## src/hdl/bbv_pkg.sv

```systemverilog
// Shared types, widths, constants and reset values of the buck-boost voltage loop.
package bbv_pkg;

	localparam int ADC_W      = 12;
	localparam int DUTY_W     = 12;
	localparam int GAIN_W     = 16;
	localparam int OFS_W      = 13;
	localparam int PER_W      = 16;
	localparam int CMP_W      = 16;
	localparam int TRIG_W     = 15;
	localparam int ERR_W      = 18;
	localparam int ACC_W      = 32;
	localparam int ACC_FRAC   = 8;
	localparam int Q_FRAC     = 12;
	localparam int CAL_PW     = ADC_W + GAIN_W;
	localparam int SCL_PW     = DUTY_W + PER_W;
	localparam int CFG_IDX_W  = 3;
	localparam int CFG_DATA_W = 16;

	typedef enum logic [1:0] {
		MODE_START = 2'd0,
		MODE_BUCK  = 2'd1,
		MODE_BOOST = 2'd2,
		MODE_MIX   = 2'd3
	} mode_t;

	typedef enum logic [CFG_IDX_W-1:0] {
		REG_CAL_GAIN       = 3'd0,
		REG_CAL_OFFSET     = 3'd1,
		REG_BUCK_MAX_DUTY  = 3'd2,
		REG_BOOST_MAX_DUTY = 3'd3,
		REG_MIN_BUCK_DUTY  = 3'd4,
		REG_BOOST_MIN_DUTY = 3'd5,
		REG_TIMER_PERIOD   = 3'd6
	} reg_idx_t;

	typedef enum logic [3:0] {
		ST_IDLE,
		ST_CAL,
		ST_ERR,
		ST_PSTART,
		ST_PID,
		ST_SUM1,
		ST_SUM2,
		ST_DUTY,
		ST_SSTART,
		ST_SCALE,
		ST_DONE
	} state_t;

	typedef struct packed {
		logic [ADC_W-1:0] adc_sample;
		logic [ADC_W-1:0] voltage_ref;
		mode_t            mode;
		logic             mode_change;
		logic             pwm_enable;
	} in_item_t;

	typedef struct packed {
		logic [DUTY_W-1:0] buck_duty;
		logic [DUTY_W-1:0] boost_duty;
		logic [CMP_W-1:0]  buck_compare;
		logic [TRIG_W-1:0] adc_trigger_compare;
		logic [CMP_W-1:0]  boost_compare;
	} out_item_t;

	typedef struct packed {
		logic [GAIN_W-1:0]        cal_gain;
		logic signed [OFS_W-1:0]  cal_offset;
		logic [DUTY_W-1:0]        buck_max_duty;
		logic [DUTY_W-1:0]        boost_max_duty;
		logic [DUTY_W-1:0]        min_buck_duty;
		logic [DUTY_W-1:0]        boost_min_duty;
		logic [PER_W-1:0]         timer_period;
	} cfg_t;

	localparam logic [GAIN_W-1:0]       CAL_GAIN_RST       = 16'd4096;
	localparam logic signed [OFS_W-1:0] CAL_OFFSET_RST     = 13'sd0;
	localparam logic [DUTY_W-1:0]       BUCK_MAX_DUTY_RST  = 12'd3809;
	localparam logic [DUTY_W-1:0]       BOOST_MAX_DUTY_RST = 12'd3809;
	localparam logic [DUTY_W-1:0]       MIN_BUCK_DUTY_RST  = 12'd205;
	localparam logic [DUTY_W-1:0]       BOOST_MIN_DUTY_RST = 12'd205;
	localparam logic [PER_W-1:0]        TIMER_PERIOD_RST   = 16'd20000;

	localparam logic [DUTY_W-1:0] BUCK_DUTY_IN_BOOST_DEF = 12'd3809;
	localparam logic [DUTY_W-1:0] BUCK_DUTY_IN_MIX_DEF   = 12'd3277;
	localparam logic [DUTY_W-1:0] BOOST_DUTY_IN_BUCK_DEF = 12'd287;

	// Q8 loop coefficients
	localparam logic signed [15:0] BK_B0 = 16'sd5203;
	localparam logic signed [15:0] BK_B1 = -16'sd10246;
	localparam logic signed [15:0] BK_B2 = 16'sd5044;
	localparam logic signed [15:0] BS_B0 = 16'sd8860;
	localparam logic signed [15:0] BS_B1 = -16'sd17445;
	localparam logic signed [15:0] BS_B2 = 16'sd8588;

endpackage

```

## src/hdl/bbv_in_if.sv

```systemverilog
// Sample channel: valid, ready and one input item.
interface bbv_in_if;
	logic               valid;
	logic               ready;
	bbv_pkg::in_item_t  data;

	modport source (output valid, output data, input ready);
	modport sink (input valid, input data, output ready);
endinterface

```

## src/hdl/bbv_out_if.sv

```systemverilog
// Result channel: valid, ready and one result item.
interface bbv_out_if;
	logic               valid;
	logic               ready;
	bbv_pkg::out_item_t data;

	modport source (output valid, output data, input ready);
	modport sink (input valid, input data, output ready);
endinterface

```

## src/hdl/bbv_cfg_if.sv

```systemverilog
// Configuration write channel: valid, ready, register index and write data.
interface bbv_cfg_if;
	logic                             valid;
	logic                             ready;
	logic [bbv_pkg::CFG_IDX_W-1:0]    index;
	logic [bbv_pkg::CFG_DATA_W-1:0]   wdata;

	modport source (output valid, output index, output wdata, input ready);
	modport sink (input valid, input index, input wdata, output ready);
endinterface

```

## src/hdl/bbv_smul.sv

```systemverilog
// Bit-serial shift-add multiplier with accumulate init, one multiplier bit per cycle.
module bbv_smul #(
	parameter int MW  = 12,
	parameter int PW  = 28,
	parameter bit SGN = 1'b0
) (
	input  logic          clk,
	input  logic          arst_n,
	input  logic          start,
	input  logic [MW-1:0] mplier,
	input  logic [PW-1:0] mcand,
	input  logic [PW-1:0] init,
	output logic          busy,
	output logic [PW-1:0] prod
);
	localparam int CW = (MW > 1) ? $clog2(MW) : 1;
	localparam logic [CW-1:0] LAST = CW'(MW - 1);

	logic [CW-1:0] cnt_q;
	logic          busy_q;
	logic [MW-1:0] mpl_q;
	logic [PW-1:0] mc_q;
	logic [PW-1:0] acc_q;
	logic [PW-1:0] term;

	assign term = mpl_q[0] ? mc_q : '0;
	assign busy = busy_q;
	assign prod = acc_q;

	always_ff @(posedge clk or negedge arst_n) begin
		if (!arst_n) begin
			busy_q <= 1'b0;
			cnt_q  <= '0;
		end else if (start) begin
			busy_q <= 1'b1;
			cnt_q  <= '0;
		end else if (busy_q) begin
			cnt_q <= cnt_q + CW'(1);
			if (cnt_q == LAST) begin
				busy_q <= 1'b0;
			end
		end
	end

	// sign bit of a two's complement multiplier weighs negative
	always_ff @(posedge clk) begin
		if (start) begin
			mpl_q <= mplier;
			mc_q  <= mcand;
			acc_q <= init;
		end else if (busy_q) begin
			mpl_q <= mpl_q >> 1;
			mc_q  <= mc_q << 1;
			if (SGN && cnt_q == LAST) begin
				acc_q <= acc_q - term;
			end else begin
				acc_q <= acc_q + term;
			end
		end
	end

endmodule

```

## src/hdl/bbv_cfg_regs.sv

```systemverilog
// Configuration register file.
module bbv_cfg_regs (
	input  logic          clk,
	input  logic          arst_n,
	bbv_cfg_if.sink       cfg,
	output bbv_pkg::cfg_t regs
);
	import bbv_pkg::*;

	cfg_t regs_q;

	assign cfg.ready = 1'b1;
	assign regs      = regs_q;

	always_ff @(posedge clk or negedge arst_n) begin
		if (!arst_n) begin
			regs_q.cal_gain       <= CAL_GAIN_RST;
			regs_q.cal_offset     <= CAL_OFFSET_RST;
			regs_q.buck_max_duty  <= BUCK_MAX_DUTY_RST;
			regs_q.boost_max_duty <= BOOST_MAX_DUTY_RST;
			regs_q.min_buck_duty  <= MIN_BUCK_DUTY_RST;
			regs_q.boost_min_duty <= BOOST_MIN_DUTY_RST;
			regs_q.timer_period   <= TIMER_PERIOD_RST;
		end else if (cfg.valid) begin
			unique case (cfg.index)
				REG_CAL_GAIN:       regs_q.cal_gain       <= cfg.wdata[GAIN_W-1:0];
				REG_CAL_OFFSET:     regs_q.cal_offset     <= cfg.wdata[OFS_W-1:0];
				REG_BUCK_MAX_DUTY:  regs_q.buck_max_duty  <= cfg.wdata[DUTY_W-1:0];
				REG_BOOST_MAX_DUTY: regs_q.boost_max_duty <= cfg.wdata[DUTY_W-1:0];
				REG_MIN_BUCK_DUTY:  regs_q.min_buck_duty  <= cfg.wdata[DUTY_W-1:0];
				REG_BOOST_MIN_DUTY: regs_q.boost_min_duty <= cfg.wdata[DUTY_W-1:0];
				REG_TIMER_PERIOD:   regs_q.timer_period   <= cfg.wdata[PER_W-1:0];
				default: ;
			endcase
		end
	end

endmodule

```

## src/hdl/bbv_core.sv

```systemverilog
// Sequencer, loop state and serial datapath of the voltage loop.
module bbv_core #(
	parameter logic [bbv_pkg::DUTY_W-1:0] BUCK_DUTY_IN_BOOST = bbv_pkg::BUCK_DUTY_IN_BOOST_DEF,
	parameter logic [bbv_pkg::DUTY_W-1:0] BUCK_DUTY_IN_MIX   = bbv_pkg::BUCK_DUTY_IN_MIX_DEF,
	parameter logic [bbv_pkg::DUTY_W-1:0] BOOST_DUTY_IN_BUCK = bbv_pkg::BOOST_DUTY_IN_BUCK_DEF
) (
	input  logic               clk,
	input  logic               arst_n,
	input  bbv_pkg::cfg_t      cfg,
	bbv_in_if.sink             sample,
	input  logic               res_free,
	output logic               res_load,
	output bbv_pkg::out_item_t res_data
);
	import bbv_pkg::*;

	localparam int DW = ACC_W - ACC_FRAC;

	state_t   state_q, state_d;
	in_item_t item_q;

	logic signed [ERR_W-1:0] err_q, prev1_q, prev2_q;
	logic [ACC_W-1:0]        acc_q, sum_q;
	logic [DUTY_W-1:0]       held_buck_q, held_boost_q;
	logic [DUTY_W-1:0]       buck_d, boost_d;

	logic accept, cal_start, pid_start, scl_start;
	logic cal_busy, p0_busy, p1_busy, p2_busy, sb_busy, so_busy;

	logic [CAL_PW-1:0] cal_prod;
	logic [ACC_W-1:0]  p0_prod, p1_prod, p2_prod;
	logic [ACC_W-1:0]  c0, c1, c2, p0_init;
	logic [SCL_PW-1:0] sb_prod, so_prod;
	logic [ERR_W-1:0]  vcal;

	assign accept = sample.valid && sample.ready;

	function automatic logic [DUTY_W-1:0] clamp_duty(input logic [ACC_W-1:0] acc,
		input logic [DUTY_W-1:0] maxd, input logic [DUTY_W-1:0] mind);
		logic signed [DW-1:0] d;
		logic signed [DW-1:0] hi;
		logic signed [DW-1:0] lo;
		d  = signed'(acc[ACC_W-1:ACC_FRAC]);
		hi = signed'({{(DW-DUTY_W){1'b0}}, maxd});
		lo = signed'({{(DW-DUTY_W){1'b0}}, mind});
		d  = (d > hi) ? hi : d;
		d  = (d < lo) ? lo : d;
		return d[DUTY_W-1:0];
	endfunction

	// next state
	always_comb begin
		state_d = state_q;
		unique case (state_q)
			ST_IDLE:   if (sample.valid) state_d = ST_CAL;
			ST_CAL:    if (!cal_busy) state_d = ST_ERR;
			ST_ERR:    state_d = (item_q.mode == MODE_START) ? ST_DUTY : ST_PSTART;
			ST_PSTART: state_d = ST_PID;
			ST_PID:    if (!p0_busy) state_d = ST_SUM1;
			ST_SUM1:   state_d = ST_SUM2;
			ST_SUM2:   state_d = ST_DUTY;
			ST_DUTY:   state_d = ST_SSTART;
			ST_SSTART: state_d = ST_SCALE;
			ST_SCALE:  if (!sb_busy) state_d = ST_DONE;
			ST_DONE:   if (res_free) state_d = ST_IDLE;
			default:   state_d = ST_IDLE;
		endcase
	end

	// control outputs
	always_comb begin
		sample.ready = 1'b0;
		pid_start    = 1'b0;
		scl_start    = 1'b0;
		res_load     = 1'b0;
		unique case (state_q)
			ST_IDLE:   sample.ready = 1'b1;
			ST_PSTART: pid_start    = 1'b1;
			ST_SSTART: scl_start    = 1'b1;
			ST_DONE:   res_load     = res_free;
			default: ;
		endcase
	end

	assign cal_start = accept;

	always_ff @(posedge clk or negedge arst_n) begin
		if (!arst_n) begin
			state_q <= ST_IDLE;
		end else begin
			state_q <= state_d;
		end
	end

	always_ff @(posedge clk) begin
		if (accept) begin
			item_q <= sample.data;
		end
	end

	assign vcal = {{(ERR_W-(CAL_PW-Q_FRAC)){1'b0}}, cal_prod[CAL_PW-1:Q_FRAC]}
		+ {{(ERR_W-OFS_W){cfg.cal_offset[OFS_W-1]}}, cfg.cal_offset};

	always_ff @(posedge clk) begin
		if (state_q == ST_ERR) begin
			err_q <= signed'({{(ERR_W-ADC_W){1'b0}}, item_q.voltage_ref} - vcal);
		end
		if (state_q == ST_SUM1) begin
			sum_q <= p0_prod + p1_prod;
		end
	end

	// coefficient set and accumulator seed
	always_comb begin
		if (item_q.mode == MODE_BUCK) begin
			c0 = ACC_W'(BK_B0);
			c1 = ACC_W'(BK_B1);
			c2 = ACC_W'(BK_B2);
		end else begin
			c0 = ACC_W'(BS_B0);
			c1 = ACC_W'(BS_B1);
			c2 = ACC_W'(BS_B2);
		end
		p0_init = item_q.mode_change ? '0 : acc_q;
	end

	always_comb begin
		case (item_q.mode)
			MODE_START: begin
				buck_d  = held_buck_q;
				boost_d = held_boost_q;
			end
			MODE_BUCK: begin
				buck_d  = clamp_duty(acc_q, cfg.buck_max_duty, cfg.min_buck_duty);
				boost_d = BOOST_DUTY_IN_BUCK;
			end
			MODE_BOOST: begin
				buck_d  = BUCK_DUTY_IN_BOOST;
				boost_d = clamp_duty(acc_q, cfg.boost_max_duty, cfg.boost_min_duty);
			end
			default: begin
				buck_d  = BUCK_DUTY_IN_MIX;
				boost_d = clamp_duty(acc_q, cfg.boost_max_duty, cfg.boost_min_duty);
			end
		endcase
		if (!item_q.pwm_enable) begin
			buck_d = cfg.min_buck_duty;
		end
	end

	always_ff @(posedge clk or negedge arst_n) begin
		if (!arst_n) begin
			acc_q        <= '0;
			prev1_q      <= '0;
			prev2_q      <= '0;
			held_buck_q  <= MIN_BUCK_DUTY_RST;
			held_boost_q <= BOOST_MIN_DUTY_RST;
		end else begin
			if (state_q == ST_SUM2) begin
				acc_q   <= sum_q + p2_prod;
				prev2_q <= prev1_q;
				prev1_q <= err_q;
			end
			if (state_q == ST_DUTY) begin
				held_buck_q  <= buck_d;
				held_boost_q <= boost_d;
				if (item_q.mode == MODE_START) begin
					acc_q   <= '0;
					prev1_q <= '0;
					prev2_q <= '0;
				end
			end
		end
	end

	bbv_smul #(.MW(ADC_W), .PW(CAL_PW), .SGN(1'b0)) u_cal (
		.clk(clk), .arst_n(arst_n), .start(cal_start),
		.mplier(sample.data.adc_sample),
		.mcand({{(CAL_PW-GAIN_W){1'b0}}, cfg.cal_gain}),
		.init('0), .busy(cal_busy), .prod(cal_prod)
	);

	bbv_smul #(.MW(ERR_W), .PW(ACC_W), .SGN(1'b1)) u_p0 (
		.clk(clk), .arst_n(arst_n), .start(pid_start),
		.mplier(err_q), .mcand(c0), .init(p0_init),
		.busy(p0_busy), .prod(p0_prod)
	);

	bbv_smul #(.MW(ERR_W), .PW(ACC_W), .SGN(1'b1)) u_p1 (
		.clk(clk), .arst_n(arst_n), .start(pid_start),
		.mplier(prev1_q), .mcand(c1), .init('0),
		.busy(p1_busy), .prod(p1_prod)
	);

	bbv_smul #(.MW(ERR_W), .PW(ACC_W), .SGN(1'b1)) u_p2 (
		.clk(clk), .arst_n(arst_n), .start(pid_start),
		.mplier(prev2_q), .mcand(c2), .init('0),
		.busy(p2_busy), .prod(p2_prod)
	);

	bbv_smul #(.MW(DUTY_W), .PW(SCL_PW), .SGN(1'b0)) u_sbuck (
		.clk(clk), .arst_n(arst_n), .start(scl_start),
		.mplier(held_buck_q),
		.mcand({{(SCL_PW-PER_W){1'b0}}, cfg.timer_period}),
		.init('0), .busy(sb_busy), .prod(sb_prod)
	);

	bbv_smul #(.MW(DUTY_W), .PW(SCL_PW), .SGN(1'b0)) u_sboost (
		.clk(clk), .arst_n(arst_n), .start(scl_start),
		.mplier(held_boost_q),
		.mcand({{(SCL_PW-PER_W){1'b0}}, cfg.timer_period}),
		.init('0), .busy(so_busy), .prod(so_prod)
	);

	always_comb begin
		res_data.buck_duty           = held_buck_q;
		res_data.boost_duty          = held_boost_q;
		res_data.buck_compare        = sb_prod[SCL_PW-1:Q_FRAC];
		res_data.adc_trigger_compare = sb_prod[SCL_PW-1:Q_FRAC+1];
		res_data.boost_compare       = cfg.timer_period - so_prod[SCL_PW-1:Q_FRAC];
	end

	a_accept_cal: assert property (@(posedge clk) disable iff (!arst_n)
		accept |=> state_q == ST_CAL)
		else $error("accepted sample did not start calibration");

	a_pid_lockstep: assert property (@(posedge clk) disable iff (!arst_n)
		(state_q == ST_PID) |-> (p0_busy == p1_busy && p1_busy == p2_busy))
		else $error("loop multipliers out of step");

	a_scale_lockstep: assert property (@(posedge clk) disable iff (!arst_n)
		(state_q == ST_SCALE) |-> (sb_busy == so_busy))
		else $error("compare multipliers out of step");

	a_start_clear: assert property (@(posedge clk) disable iff (!arst_n)
		(state_q == ST_DUTY && item_q.mode == MODE_START)
		|=> (acc_q == '0 && prev1_q == '0 && prev2_q == '0))
		else $error("start mode left loop history");

	a_pwm_off: assert property (@(posedge clk) disable iff (!arst_n)
		(state_q == ST_DUTY && !item_q.pwm_enable)
		|=> held_buck_q == $past(cfg.min_buck_duty))
		else $error("disabled PWM did not force minimum buck duty");

endmodule

```

## src/hdl/buck_boost_voltage_pid_top.sv

```systemverilog
// Top level of the buck-boost voltage loop: config registers, loop core, result register.
// A sample passes the bit-serial multipliers for calibration, loop filter and compare
// scaling (12-, 18- and 12-bit multipliers); start mode skips the loop filter step.
// A new sample is taken only while the core is idle, after its last result was loaded;
// the next sample is taken while a finished result waits in the output register.
// Reset: asynchronous, clears history and accumulator, held duties to their minimums.
module buck_boost_voltage_pid_top #(
	parameter logic [bbv_pkg::DUTY_W-1:0] BUCK_DUTY_IN_BOOST = bbv_pkg::BUCK_DUTY_IN_BOOST_DEF,
	parameter logic [bbv_pkg::DUTY_W-1:0] BUCK_DUTY_IN_MIX   = bbv_pkg::BUCK_DUTY_IN_MIX_DEF,
	parameter logic [bbv_pkg::DUTY_W-1:0] BOOST_DUTY_IN_BUCK = bbv_pkg::BOOST_DUTY_IN_BUCK_DEF
) (
	input logic       clk,
	input logic       arst_n,
	bbv_in_if.sink    sample,
	bbv_out_if.source result,
	bbv_cfg_if.sink   cfg
);
	import bbv_pkg::*;

	cfg_t      regs;
	out_item_t res_data;
	out_item_t out_data_q;
	logic      out_valid_q;
	logic      res_free;
	logic      res_load;

	assign res_free     = !out_valid_q || result.ready;
	assign result.valid = out_valid_q;
	assign result.data  = out_data_q;

	bbv_cfg_regs u_cfg (
		.clk(clk), .arst_n(arst_n), .cfg(cfg), .regs(regs)
	);

	bbv_core #(
		.BUCK_DUTY_IN_BOOST(BUCK_DUTY_IN_BOOST),
		.BUCK_DUTY_IN_MIX(BUCK_DUTY_IN_MIX),
		.BOOST_DUTY_IN_BUCK(BOOST_DUTY_IN_BUCK)
	) u_core (
		.clk(clk), .arst_n(arst_n), .cfg(regs), .sample(sample),
		.res_free(res_free), .res_load(res_load), .res_data(res_data)
	);

	always_ff @(posedge clk or negedge arst_n) begin
		if (!arst_n) begin
			out_valid_q <= 1'b0;
		end else if (res_load) begin
			out_valid_q <= 1'b1;
		end else if (result.ready) begin
			out_valid_q <= 1'b0;
		end
	end

	always_ff @(posedge clk) begin
		if (res_load) begin
			out_data_q <= res_data;
		end
	end

endmodule

```

## src/flat_wrapper.sv

```systemverilog
// flat-port wrapper written by rule: the top's interface ports become plain ports
module buck_boost_voltage_pid_top_flat import bbv_pkg::*;
#(
	parameter logic [bbv_pkg::DUTY_W-1:0] BUCK_DUTY_IN_BOOST = bbv_pkg::BUCK_DUTY_IN_BOOST_DEF,
	parameter logic [bbv_pkg::DUTY_W-1:0] BUCK_DUTY_IN_MIX   = bbv_pkg::BUCK_DUTY_IN_MIX_DEF,
	parameter logic [bbv_pkg::DUTY_W-1:0] BOOST_DUTY_IN_BUCK = bbv_pkg::BOOST_DUTY_IN_BUCK_DEF
)
  (clk, arst_n, sample_valid, sample_data, sample_ready, result_valid, result_data, result_ready, cfg_valid, cfg_index, cfg_wdata, cfg_ready);
  bbv_in_if sample_i ();
  bbv_out_if result_i ();
  bbv_cfg_if cfg_i ();
  input logic clk;
  input logic arst_n;
  input wire logic [$bits(sample_i.valid)-1:0] sample_valid;
  input wire logic [$bits(sample_i.data)-1:0] sample_data;
  output wire logic [$bits(sample_i.ready)-1:0] sample_ready;
  output wire logic [$bits(result_i.valid)-1:0] result_valid;
  output wire logic [$bits(result_i.data)-1:0] result_data;
  input wire logic [$bits(result_i.ready)-1:0] result_ready;
  input wire logic [$bits(cfg_i.valid)-1:0] cfg_valid;
  input wire logic [$bits(cfg_i.index)-1:0] cfg_index;
  input wire logic [$bits(cfg_i.wdata)-1:0] cfg_wdata;
  output wire logic [$bits(cfg_i.ready)-1:0] cfg_ready;
  assign sample_i.valid = sample_valid;
  assign sample_i.data = sample_data;
  assign sample_ready = sample_i.ready;
  assign result_valid = result_i.valid;
  assign result_data = result_i.data;
  assign result_i.ready = result_ready;
  assign cfg_i.valid = cfg_valid;
  assign cfg_i.index = cfg_index;
  assign cfg_i.wdata = cfg_wdata;
  assign cfg_ready = cfg_i.ready;
  buck_boost_voltage_pid_top #(.BUCK_DUTY_IN_BOOST(BUCK_DUTY_IN_BOOST), .BUCK_DUTY_IN_MIX(BUCK_DUTY_IN_MIX), .BOOST_DUTY_IN_BUCK(BOOST_DUTY_IN_BUCK)) u_core (.clk(clk), .arst_n(arst_n), .sample(sample_i), .result(result_i), .cfg(cfg_i));
endmodule
```

## config.mk

```make
export PLATFORM = sky130hd
export DESIGN_NAME = buck_boost_voltage_pid_top_flat
export DESIGN_NICKNAME = d
export VERILOG_FILES = /design/src/hdl/bbv_pkg.sv /design/src/hdl/bbv_in_if.sv /design/src/hdl/bbv_out_if.sv /design/src/hdl/bbv_cfg_if.sv /design/src/hdl/bbv_smul.sv /design/src/hdl/bbv_cfg_regs.sv /design/src/hdl/bbv_core.sv /design/src/hdl/buck_boost_voltage_pid_top.sv /design/src/flat_wrapper.sv
export SDC_FILE = /design/constraint.sdc
export NUM_CORES = 2
export LEC_CHECK = 0
export BUFFER_PORTS_ARGS = -buffer_cell sky130_fd_sc_hd__buf_4
export CAP_MARGIN = 20
export CORE_MARGIN = 3
export CORE_UTILIZATION = 65
export DETAILED_ROUTE_END_ITERATION = 8
export GPL_TIMING_DRIVEN = 0
export HOLD_SLACK_MARGIN = 0.03
export PLACE_DENSITY = 0.88
export SYNTH_ARGS = -nofsm -noshare
export SYNTH_HDL_FRONTEND = slang
export SYNTH_SLANG_ARGS = --single-unit
export TNS_END_PERCENT = 30
```

## constraint.sdc

```tcl
create_clock -name clk -period 10.6 [get_ports clk]
set_input_delay 1.06 -clock clk [delete_from_list [all_inputs] [get_ports clk]]
set_output_delay 1.06 -clock clk [all_outputs]
set_load 0.05 [all_outputs]
```

After elaboration in Yosys (flattened, before gate mapping)
Cells that the tools add are included.
{"block": "op_classes", "magnitude_cmp": 4, "add_sub_neg": 20, "n_mux": 98, "reduce_logical": 23, "n_eq_ne": 30, "bitwise": 1}
{"cell": "32-bit 2-to-1 mux", "count": 18}
{"cell": "18-bit 2-to-1 mux", "count": 12}
{"cell": "32-bit adder", "count": 5}
{"cell": "12-bit 2-to-1 mux", "count": 9}
{"cell": "16-bit 2-to-1 mux", "count": 6}
{"cell": "32-bit subtractor", "count": 3}
{"cell": "28-bit adder", "count": 3}
{"cell": "28-bit 2-to-1 mux", "count": 3}
{"cell": "24-bit by 13-bit greater-than comparator with 1-bit output", "count": 2}
{"cell": "24-bit by 13-bit less-than comparator with 1-bit output", "count": 2}
{"cell": "24-bit 2-to-1 mux", "count": 2}
{"cell": "4-bit 2-to-1 mux", "count": 11}
{"cell": "4-bit one-hot mux with 11 select lines", "count": 1}
{"cell": "12-bit one-hot mux with 3 select lines", "count": 1}
{"cell": "5-bit 2-to-1 mux", "count": 6}
{"cell": "14-bit 2-to-1 mux", "count": 2}
{"cell": "4-bit equality test (second input constant)", "count": 6}
{"cell": "1-bit 2-to-1 mux", "count": 24}
{"cell": "12-bit one-hot mux with 2 select lines", "count": 1}
{"cell": "17-bit by 13-bit adder with 18-bit output", "count": 1}
{"cell": "2-bit AND reduction", "count": 9}
{"cell": "12-bit by 18-bit subtractor with 18-bit output", "count": 1}
{"cell": "4-bit by 3-bit equality test with 1-bit output (second input constant)", "count": 4}
{"cell": "16-bit subtractor", "count": 1}
{"cell": "other kinds (22)", "count": 43}
{"block": "word_totals", "output_inout_bits": 74, "register_bits": 810, "word_cells": 234, "in_bits": 52}

Longest topological paths before layout
{"block": "depth", "depth_word": 6, "mapped_depth": 22}

Hierarchy
Synthesis repeated with hierarchy kept, for this count alone.
{"block": "hier_totals", "cells_unflattened": 5000, "area_unflattened_um2": 51938.6}
{"module": "bbv_core", "area_each_um2": 13078.8, "cells_each": 1492, "seq_area_each_um2": 4396.7, "n_inst": 1}
{"module": "bbv_smul at u_core.u_core.u_p1 ...", "area_each_um2": 6288.5, "cells_each": 639, "seq_area_each_um2": 2612.5, "n_inst": 2}
{"module": "bbv_smul at u_core.u_core.u_sboost ...", "area_each_um2": 4752.1, "cells_each": 438, "seq_area_each_um2": 2167.1, "n_inst": 2}
{"module": "bbv_smul at u_core.u_core.u_p0", "area_each_um2": 6279.8, "cells_each": 635, "seq_area_each_um2": 2612.5, "n_inst": 1}
{"module": "bbv_smul at u_core.u_core.u_cal", "area_each_um2": 4694.5, "cells_each": 441, "seq_area_each_um2": 2167.1, "n_inst": 1}
{"module": "bbv_cfg_regs", "area_each_um2": 3624.7, "cells_each": 204, "seq_area_each_um2": 2364.8, "n_inst": 1}
{"module": "buck_boost_voltage_pid_top", "area_each_um2": 2179.6, "cells_each": 74, "seq_area_each_um2": 2157.1, "n_inst": 1}

Worst setup path before layout
OpenSTA, ideal clock, no wires.
{"block": "synth_timing", "kind": "flip-flop to flip-flop", "from": "register u_core.u_core.u_p0.mpl_q[0]", "to": "register u_core.u_core.u_p0.acc_q[30], in the netlist u_core.u_core.u_p0.prod[30] (data pin)", "t_required_ns": 10.335, "slack_ns": 5.814, "arrival_time_ns": 4.521, "n_path_buf": 4, "setup_ns": 0.265, "stages_incl_launch_ff": 22, "cell_sequence": "edfxtp_1 -> clkbuf_1 -> clkbuf_1 -> buf_1 -> nand2_1 -> ha_1 -> nand3_1 -> nand2_1 -> nand2b_1 -> clkbuf_1 -> o211ai_1 -> ha_1 -> nor3_1 -> o211ai_1 -> a2111oi_0 -> o21ai_1 -> a221oi_1 -> o21ai_1 -> a221o_1 -> a31oi_1 -> xor2_1 -> o21ai_1"}
{"block": "synth_via", "elab_chain_cells": 5, "word_cells_on_any_way": 6, "classes_between": "2 x add/sub; 4 x mux"}
{"item": "from (decl)", "line_no": "bbv_smul.sv:21", "text": "logic [MW-1:0] mpl_q;"}
{"item": "from (signal assigned)", "line_no": "bbv_smul.sv:48", "text": "mpl_q <= mplier;"}
{"item": "from (signal assigned)", "line_no": "bbv_smul.sv:52", "text": "mpl_q <= mpl_q >> 1;"}
{"item": "32-bit 2-to-1 mux (*)", "line_no": "bbv_smul.sv:26", "text": "assign term = mpl_q[0] ? mc_q : '0;"}
{"item": "32-bit adder or 32-bit subtractor (tied branches)", "line_no": "bbv_smul.sv:57, bbv_smul.sv:55"}
{"item": "32-bit 2-to-1 mux (*)", "line_no": "bbv_smul.sv:54", "text": "if (SGN && cnt_q == LAST) begin"}
{"item": "32-bit 2-to-1 mux (*)", "line_no": "bbv_smul.sv:51", "text": "end else if (busy_q) begin"}
{"item": "32-bit 2-to-1 mux (*)", "line_no": "bbv_smul.sv:47", "text": "if (start) begin"}
{"item": "to (signal assigned)", "line_no": "bbv_smul.sv:50", "text": "acc_q <= init;"}
{"item": "to (signal assigned)", "line_no": "bbv_smul.sv:55", "text": "acc_q <= acc_q - term;"}
{"item": "to (signal assigned)", "line_no": "bbv_smul.sv:57", "text": "acc_q <= acc_q + term;"}
{"item": "to (decl)", "line_no": "bbv_smul.sv:23", "text": "logic [PW-1:0] acc_q;"}
Mark *: on every way between the ends. The rest lies on a longest branch, timed or not. The select of a mux whose other input is x is not followed.
A chain may end at the register's enable or synchronous reset.

Worst setup path in the final report
Ends and elaborated chain as after synthesis.

==> results.py <==
metrics = {
    "routing": {
        "drc_errors": 0,
        "drtAntennaViolNets": 0,
        "dr.pass1.iters": 6,
        "via_count": 38730,
        "viasPerCell": 6.295,
        "wl_per_cell_um": 20.73,
        "drt_wl_total_um": 127600,
        "drt_iter0_markers": 4284,
    },
    "worst_setup_path": {
        "max_stage_delay_ps": 630,
        "end_kind": "register",
        "crit_chain": "clkbuf_1, clkbuf_1, buf_1, nand2_1, ha_1, nand3_1, nand2_1, nand2b_1, clkbuf_1, o211ai_1, ha_1, nor3_1, o211ai_1, a2111oi_0, o21ai_1, a221oi_1, o21ai_1, a221o_1, a31oi_1, xor2_1, o21ai_1",
        "start_kind": "register",
        "worst_r2r_path_depth": 21,
        "startpoint": "u_core.u_core.u_p0.mpl_q[0]",
        "path_buf_inv": 4,
        "worstPathRequired_ps": 10960,
        "r2r_start": "u_core.u_core.u_p0.mpl_q[0]",
        "worstPathArrival_ps": 6620,
        "crit_family": "compound AO/OA/AOI/OAI gates",
        "slowest_stage": "a2111oi_0",
        "worst-path-stages": 21,
        "cp_max_fo": 10,
        "path_class": "reg -> reg",
    },
    "clocking": {
        "cts_buffers": 84,
        "cts.sinks": 791,
        "root_buffer": "clkbuf_16",
        "cts_tree": "built",
        "clk_latency_ps": 660,
        "post-cts-setup-buffers": 0,
        "ctsResizeCount": 0,
        "hold_buffers": 0,
        "htree_num_levels": 3,
        "cts.path.max_buffers": 3,
        "path_clk_slew_ps": 60,
    },
    "floorplan": {
        "die_h_um": 273.6,
        "num_rows": 97,
        "die_area_um2": 74850,
        "chipWidth_um": 273.6,
        "ios": 126,
        "fp.coreArea_um2": 70510,
        "initial_utilization": 0.6600,
    },
    "synthesis": {
        "ys_ff_latch": 791,
        "syn-num-nets": 5319,
        "yosysUniqueCellTypes": 89,
        "yosys.area.top_type": "edfxtp_1",
        "ys_dominant_reg_cell": "edfxtp_1",
        "synthArstFlopShare": 0.2819,
        "syn_inst": 4918,
        "yosys.area.top_type_share": 0.2490,
        "synth-seq-area-share": 0.4483,
        "synth-edff-count": 386,
        "syn_area_per_cell_um2": 9.464,
        "syn_area_um2": 46540,
        "synth.area.top_cells": "edfxtp_1 (25%), dfrtp_1 (9.8%), ha_1 (8.9%)",
        "yosys_warnings": 0,
    },
    "sta": {
        "whs_ps": 355.0,
        "fmax_mhz": 159.9,
        "tns_ps": 0,
        "hold_violations": 0,
        "tightest_slew_ps": 1254,
        "min_period_over_period": 0.5900,
        "relSlewSlack": 0.1638,
        "maxSlewViolCount": 0,
        "finClkSkew_ps": 27.18,
        "rsz0062_at_grt": "no",
        "setup-violations-final": 0,
        "fin_crit_ps": 6254,
    },
    "global_route": {
        "first_global_vias": 36680,
        "grt_max_degree": 95,
        "globalRouteOverflowTotal": 0,
        "grt_pass1_wl_um": 199000,
        "antenna_found_initial": 3,
        "grt_use_total": 0.3360,
    },
    "placement": {
        "place.gp.congestion": 0.9702,
        "portBuffers": 123,
        "hpwl_um": 92340,
    },
    "final_layout": {
        "area_growth_pct": 11.37,
        "fill_cells": 4791,
        "drive_gt1_frac": 0.08098,
        "num-nets-final": 5540,
    },
    "run_status": {
        "status": "complete, no violations",
    },
    "worst_hold_path": {
        "hold_class": "in -> async",
    },
    "run": {
        "drv_cap": 0,
    },
}
-- worst reg2reg max path, delay by kind of cell (launching register included) --
kind                     cells  cell delay (ps)
AO/OA/AOI/OAI                9             2600
flip-flops                   1              380
adder cells (fa/ha/maj)      2              520
XOR/XNOR                     1              170
buffers and inverters        4             1540
AND/OR/NAND/NOR              5              770
-- routing by layer --
metal | up-vias | GRT usage | part of all wire
met5 | - | 0 | 0.00031
met1 | 18450 | 0.4654 | 0.40
li1 | 17740 | - | -
met3 | 393 | 0.06618 | 0.11
met2 | 2137 | 0.5235 | 0.44
met4 | 6 | 0.1303 | 0.042
-- sequential cells by signal (all words and copies together), names as in the netlist, 30 cells and up --
signal,cells
u_core.u_core.u_p2.mc_q,30
u_core.u_core.sum_q,32
u_core.u_core.u_p0.mc_q,32
u_core.u_core.acc_q,32
u_core.u_cfg.regs,93
u_core.u_core.u_p2.prod,30
u_core.result.data,56
u_core.u_core.u_p1.mc_q,32
u_core.u_core.u_p1.prod,32
u_core.u_core.u_p0.prod,32
-- per-stage QoR --
step | worst slack (ps) | instance area [um2] | instances | utilization
6_report | 4346 | 51830 | 6152 | 0.7351
5_1_grt | 3892 | 51830 | 6151 | 0.7351
4_1_cts | 4542 | 51800 | 6150 | 0.7347
3_5_place_dp | 4570 | 48910 | 5992 | 0.6937
3_3_place_gp | 4563 | 48640 | 5981 | 0.6898
2_1_floorplan | 5814 | 46540 | 4918 | -
-- synth_stat cells, types with 80 or more instances --
library cell and instances:
nand2_1 835, edfxtp_1 386, nor2_1 383, ha_1 330, a21oi_1 318, o21ai_0 227, inv_1 204, xnor2_1 191
dfrtp_1 183, dfxtp_1 182, clkbuf_1 157, mux2i_1 147, and2_1 136, xor2_1 121, a21o_1 116, nand2b_1 80
-- final timing paths --
path	end	slack (ps)
max reg2reg	u_core.u_core.u_p0.prod[30]	4350
min	u_core.u_core.u_cal.cnt_q[1]	350
min reg2reg	u_core.result.data[30]	470
min in group clk	u_core.result.data[30]	470
max in group asynchronous	u_core.u_cfg.regs[28]	9350
max	u_core.u_core.u_p0.prod[30]	4350
-- cell usage in the layout, fill, tap and decap left out, types with 37 or more instances in the layout --
| master | netlist | layout |
|---|---|---|
| nand2_1 | 835 | 834 |
| edfxtp_1 | 386 | 386 |
| nor2_1 | 383 | 382 |
| ha_1 | 330 | 330 |
| a21oi_1 | 318 | 317 |
| o21ai_0 | 227 | 227 |
| inv_1 | 204 | 203 |
| xnor2_1 | 191 | 191 |
| dfrtp_1 | 183 | 183 |
| dfxtp_1 | 182 | 182 |
| clkbuf_1 | 157 | 170 |
| mux2i_1 | 147 | 147 |
| buf_4 | 16 | 139 |
| and2_1 | 136 | 136 |
| xor2_1 | 121 | 121 |
| a21o_1 | 116 | 116 |
| clkbuf_16 | 0 | 88 |
| nand2b_1 | 80 | 79 |
| nand3_1 | 77 | 77 |
| mux2_2 | 61 | 61 |
| nor3_1 | 61 | 60 |
| o21ai_1 | 47 | 47 |
| o31ai_1 | 43 | 43 |
| a211oi_1 | 41 | 41 |
| dfstp_2 | 40 | 40 |
| nand3b_1 | 39 | 39 |
| a31oi_1 | 38 | 38 |
| nor2b_1 | 37 | 37 |
-- cell type report --
class | count | area (um2) | share of cell area
antenna | 1 | 2.502 | 0.00004828
inverter | 208 | 780.7 | 0.01506
timing repair buffer | 135 | 1182 | 0.02281
tap | 940 | 1176 | 0.02269
clock buffer | 112 | 2392 | 0.04615
clock inverter | 46 | 498.0 | 0.009607
multi-input combinational | 3713 | 24100 | 0.4649
buffer | 206 | 838.3 | 0.01617
sequential | 791 | 20870 | 0.4025
-- cell families after synthesis --
family / Yosys count / synth area share
xor+xnor: 313 / 0.05906
buf+inv: 414 / 0.03476
fa+ha+maj: 349 / 0.09689
simple gates: 1786 / 0.1733
mux: 208 / 0.04637
flops: 791 / 0.4483
compound gates: 1056 / 0.1412
other cells: 1 / 0.00008057
Power is left out: the tool's default activity adds up to more than one toggle a clock period on the data nets, which glitch-free logic cannot reach.
